File: src/hw/rtl/mnp_pkg.sv
// Package: shared constants, command/status types and helpers for the nearest-point store.
package mnp_pkg;

    localparam int MAX_CELLS = 131072;
    localparam int NUM_ORI   = 8;
    localparam int CELL_W    = $clog2(MAX_CELLS);
    localparam int ORI_W     = $clog2(NUM_ORI);
    localparam int DIM_W     = 18;
    localparam int CRD_W     = DIM_W + 1;
    localparam int DIST_W    = 19;
    localparam int VOL_W     = 2 * DIM_W;
    localparam int IDX_W     = 2;

    localparam logic [IDX_W-1:0] REG_DIM_X = 2'd0;
    localparam logic [IDX_W-1:0] REG_DIM_Y = 2'd1;
    localparam logic [IDX_W-1:0] REG_DIM_Z = 2'd2;

    localparam logic [DIM_W-1:0] DIM_RESET = 18'd32;

    typedef struct packed {
        logic load;
        logic ori;
        logic a1;
        logic a2;
        logic rd;
        logic upd;
        logic fold;
        logic set_any;
        logic emit;
        logic clr;
    } t_cmd;

    typedef struct packed {
        logic ok;
        logic query;
        logic any;
        logic walk_more;
        logic o_last;
        logic clr_last;
        logic cfg_hit;
        logic out_free;
    } t_sts;

    function automatic logic [CRD_W-1:0] f_low_bit(input logic [CRD_W-1:0] v);
        return v & (~v + {{(CRD_W-1){1'b0}}, 1'b1});
    endfunction

endpackage

File: src/hw/rtl/mnp_ctrl.sv
// Controller: sequences clear pass, tree walks, folding and response.
module mnp_ctrl import mnp_pkg::*; (
    input  logic i_clk,
    input  logic i_rst_n,
    input  logic i_in_valid,
    output logic o_in_ready,
    input  t_sts i_sts,
    output t_cmd o_cmd
);
    typedef enum logic [3:0] {
        S_CLEAR, S_IDLE, S_CHECK, S_ORI, S_A1, S_A2, S_RD, S_UPD, S_FOLD, S_EMIT
    } t_state;

    t_state r_state, n_state;

    always_comb begin
        o_cmd      = '0;
        n_state    = r_state;
        o_in_ready = (r_state == S_IDLE);
        unique case (r_state)
            S_CLEAR: begin
                o_cmd.clr = 1'b1;
                if (i_sts.clr_last) n_state = S_IDLE;
            end
            S_IDLE: begin
                if (i_in_valid) begin
                    o_cmd.load = 1'b1;
                    n_state    = S_CHECK;
                end
            end
            S_CHECK: begin
                if (!i_sts.ok || (i_sts.query && !i_sts.any)) begin
                    n_state = i_sts.query ? S_EMIT : S_IDLE;
                end else begin
                    n_state = S_ORI;
                end
            end
            S_ORI: begin
                o_cmd.ori = 1'b1;
                n_state   = S_A1;
            end
            S_A1: begin
                o_cmd.a1 = 1'b1;
                n_state  = S_A2;
            end
            S_A2: begin
                o_cmd.a2 = 1'b1;
                n_state  = S_RD;
            end
            S_RD: begin
                o_cmd.rd = 1'b1;
                n_state  = S_UPD;
            end
            S_UPD: begin
                o_cmd.upd = 1'b1;
                n_state   = i_sts.walk_more ? S_A1 : S_FOLD;
            end
            S_FOLD: begin
                o_cmd.fold = 1'b1;
                if (i_sts.o_last) begin
                    if (i_sts.query) begin
                        n_state = S_EMIT;
                    end else begin
                        o_cmd.set_any = 1'b1;
                        n_state       = S_IDLE;
                    end
                end else begin
                    n_state = S_ORI;
                end
            end
            S_EMIT: begin
                if (i_sts.out_free) begin
                    o_cmd.emit = 1'b1;
                    n_state    = S_IDLE;
                end
            end
            default: n_state = S_IDLE;
        endcase
        // a dimension write restarts the clear pass
        if (i_sts.cfg_hit) n_state = S_CLEAR;
    end

    always_ff @(posedge i_clk) begin
        if (!i_rst_n) begin
            r_state <= S_CLEAR;
        end else begin
            r_state <= n_state;
        end
    end
endmodule

File: config.mk
export PLATFORM = sky130hd
export DESIGN_NAME = mnp_ctrl
export DESIGN_NICKNAME = d
export VERILOG_FILES = /design/src/hw/rtl/mnp_pkg.sv /design/src/hw/rtl/mnp_ctrl.sv
export SDC_FILE = /design/constraint.sdc
export NUM_CORES = 1
export LEC_CHECK = 0
export BUFFER_PORTS_ARGS = -buffer_cell sky130_fd_sc_hd__buf_4
export CORE_AREA = 4 4 41 43
export CTS_BUF_LIST = sky130_fd_sc_hd__clkbuf_4 sky130_fd_sc_hd__clkbuf_8 sky130_fd_sc_hd__clkbuf_16
export DETAILED_ROUTE_END_ITERATION = 16
export DIE_AREA = 0 0 45 47
export GPL_ROUTABILITY_DRIVEN = 0
export SLEW_MARGIN = 20
export SYNTH_ARGS = -nofsm -noshare
export SYNTH_HDL_FRONTEND = slang
export SYNTH_SLANG_ARGS = --single-unit
File: constraint.sdc
create_clock -name i_clk -period 1.5 [get_ports i_clk]
set_input_delay 0.15 -clock i_clk [delete_from_list [all_inputs] [get_ports i_clk]]
set_output_delay 0.15 -clock i_clk [all_outputs]
set_load 0.02 [all_outputs]
Yosys cells after proc, flatten, opt, wreduce, memory -nomap -nowiden
Cells that the tools add are included.

word-level totals
  flip-flop bits (word level) = 4
  bits of input ports = 11
  output and inout bits = 11
  word-level logic and storage cells = 42

operators by class
  equality and inequality tests = 12
  multiplexer cells = 21
  bitwise logic cells = 1
  reductions and logical operators = 7

operators with widths
  cell                                                             number
  4-bit case mux with 10 select lines                              1
  4-bit 2-to-1 mux                                                 7
  4-bit by 3-bit == test with 1-bit output, second input constant  4
  1-bit 2-to-1 mux                                                 12
  4-bit by 2-bit == test with 1-bit output, second input constant  2
  4-bit == test, second input constant                             2
  2-bit != test, second input constant                             3
  4-bit by 1-bit == test with 1-bit output, second input constant  1
  4-bit logical NOT                                                1
  3-bit AND reduction                                              1
  1-bit logical NOT                                                2
  2-bit 2-to-1 mux                                                 1
  2-bit OR reduction                                               1
  1-bit logical AND                                                1
  1-bit logical OR                                                 1
  1-bit NOT                                                        1

Logic depth before layout (Yosys ltp)
  word-level depth = 5
  depth in mapped cells = 5
  depth with buffers taken out = 4

Worst setup path after synthesis
OpenSTA, ideal clock, no wires.

  path type = register to register
  from = register r_state[1]
  to = register r_state[1]
  setup time = 0.119 ns
  arrival time = 1.490 ns
  required time = 1.381 ns
  slack = -0.108 ns
  stages on the path, launching flop included = 5
  path buffers = 1
  clock period less this slack = 1.608 ns
  cells stage by stage = dfxtp_1 -> buf_4 -> nor4_1 -> nor2_1 -> o221a_2

on the way
  cells in the longest elaborated chain, start to end = 3
  elaborated cells between the ends (all ways) = 15

RTL lines
  element                                line            source
  start, declared                        mnp_ctrl.sv:14  t_state r_state, n_state;
  start signal, assigned                 mnp_ctrl.sv:87  r_state <= n_state;
  4-bit == test (tied with other cells)  mnp_ctrl.sv:20  unique case (r_state)
  2-bit != test (no line)                n/a
  3-bit AND reduction (no line)          n/a

Several ways; a longest one is shown, not always the timed one.
A chain may end at the register's enable or synchronous reset.

==> results.tsv <==
metric	value	unit
outcome	finished, final reports clean	
via count	441	
final wirelength	1020	µm
Final Net Count	88	
sequential area share after synthesis	22.38	%
clock slew at reported path FFs	0.04	ns
setup violators final	0	
final period utilization	95.35	%
Max Slew Vio Count	0	
share of cells above drive strength 1	49.33	%
All-Layer GR Usage	10.04	%
MaxCap Viol Count	0	
Top reg by flops	r_state	
DR vias/cell	4.900	
Hold Fails Final Rpt	0	
Critical-path top delay cell	dfxtp_4	
Rel. slew slack	81.52	%
Power, Total	302.7	µW
clock latency on the worst-skew pair	0.23	ns
CTS tree	yes	
WP data arrival	1.28	ns
top cell type by total area after synthesis	dfxtp_1	
Leak	0.2705	nW
CP Cell Sequence	nor3_4, nand2_1, inv_1, and3_1, buf_4	
area share of the largest cell type after synthesis	22.38	%
Max Clk Rate	699.2	MHz
Pwr per Cell Area	519.1	mW/mm²
YS warnings	0	
DRT Pass-1 Iters	4	
H-tree depth	1	
Root Driver	clkbuf_4	
Cells after Synth	51	
initial core utilization	27.50	%
CP Launch Type	register	
net count after synthesis	62	
crit end category	output pin	
Hold WC Path Type	in -> reg	
slew of the pin with the lowest slew margin	0.2749	ns
max reg flops	4	
WS Path Type	reg -> out	
WP data required	1.35	ns
Largest regs	r_state (4)	
critical path peak fanout	11	
maximum VDD drop	0.2829	mV
Avg Inst Size Synth	7.017	µm²
Post-Syn Area	357.8	µm²
worst slack, placed	0.1465	ns
ANT cells	0	
I/O pin total	22	
Routed WL per cell	11.33	µm
largest net degree at the start of global routing	12	
initial antenna violation count	0	
Layout Utilization	44.81	%
setup ws final	0.06970	ns
area delta synth->final	62.94	%
first-pass GRT wire length	1614	µm
top post-synthesis cells by area	dfxtp_1 22%, nor3_1 8.4%, nor2_1 6.3%	
post-synthesis register bit count	4	
GRT overflow	0	
DIE HEIGHT	47	µm
number of global-route vias before repair	410	
Setup Skew	0.001737	ns
DIE WIDTH	45	µm
CTS buffer count	3	
Final TNS setup	0	ns
die area	0.002115	mm²
Core Area	0.001301	mm²
Initial DRC Count	4	
Clock Path Buffers	2	
Seq. cell area	85.08	µm²
port bufs	21	
clk sinks	4	
Hold-fix buffers, CTS	0	
Final min period	1.430	ns
FP Rows	13	
crit-path max cell delay	0.38	ns
post-route ant nets	0	
fillcell total	140	
DPL Wire Length	791.1	µm
DRC Markers	0	
multi-input logic area	247.7	µm²
Synth cell types	25	
==> through the flow <==
step | cell area, µm² | hold WS, ns | std cells
final | 583.1 | 0.2807 | 90
after global routing | 583.1 | 0.2914 | 90
after CTS | 564.3 | 0.2765 | 89
after detailed placement | 536.8 | 0.5000 | 86
after global placement | 536.8 | 0.4953 | 86
after floorplan | 369.1 | 0.3750 | 51
==> layer usage <==
layer | vias to the layer above | part of all wire [%] | track usage [%]
li1 | 229 | - | -
met1 | 194 | 42 | 12.07
met2 | 16 | 48 | 16.95
met3 | 2 | 7.6 | 0.7663
met4 | 0 | 1.9 | 7.018
met5 | - | 0 | 0
==> cells in the mapped netlist (all sizes together) <==
cell type and instances:
inv 5, nand2 5, and2 1, o32a 1
or3 1, nor4 2, or4 1, and4b 1
buf 4, o21ai 2, a21oi 3, xnor2 1
o221a 1, o32ai 1, nand2b 2, a31oi 1
a211oi 1, dfxtp 4, and3 2, nor3 6
nor2 6
==> critical path, delay by kind of cell (launching register included) <==
| kind | cells | cell delay [ns] |
|---|---|---|
| buf+inv | 2 | 0.20 |
| flops | 1 | 0.38 |
| simple gates | 3 | 0.46 |
==> power by group <==
| part | internal, mW | leakage [nW] | total (mW) | switching (mW) |
|---|---|---|---|---|
| logic | 0.0334 | 0.223 | 0.0599 | 0.0265 |
| clock network | 0.0895 | 0.0138 | 0.133 | 0.0438 |
| registers | 0.107 | 0.0337 | 0.109 | 0.00279 |
| total | 0.230 | 0.270 | 0.303 | 0.0731 |
==> cell type report <==
class | count | share of cell area, %
multi-input cells | 38 | 42.49
repair buffers | 25 | 32.19
flip-flops and latches | 4 | 14.59
clock buffers | 3 | 3.863
inverters | 5 | 3.648
well taps | 15 | 3.219
==> kinds of logic after synthesis <==
logic type | synth area share, %
flops | 22.38
compound gates | 21.33
simple gates | 39.17
buf+inv | 14.68
xor+xnor | 2.448
==> placed cells by master, fill, tap and decap left out, types with 2 or more instances in the layout <==
cell type   n
buf_4      25
nor2_1      6
nand2_1     5
inv_1       4
nor3_1      4
a21oi_1     3
clkbuf_4    3
nand2b_1    2
o21ai_0     2
dfxtp_1     2
==> what timing repair did <==
action | 4_1_cts | 5_1_grt
setup buffers | 0 | 1
cloned | 0 | 0
endpoints found under the setup margin | 1 | 5
pin swaps | 1 | 1
hold endpoints to repair | 0 | 0
gates resized for setup | 1 | 4
==> worst paths after layout <==
| path | startpoint | end | slack (ns) | cells past startpoint |
|---|---|---|---|---|
| worst max register to register | r_state[0]$_SDFFE_PP0P_ | r_state[1]$_SDFFE_PP0P_ | 0.21 | 4 |
| worst min register to register | r_state[3]$_SDFFE_PP0P_ | r_state[0]$_SDFFE_PP0P_ | 0.50 | 2 |
| worst min-delay path | i_sts[0] | r_state[3]$_SDFFE_PP0P_ | 0.28 | 3 |
| worst max-delay path | r_state[1]$_SDFFE_PP0P_ | o_cmd[2] | 0.07 | 5 |
Power figures use the tool's default switching activity.
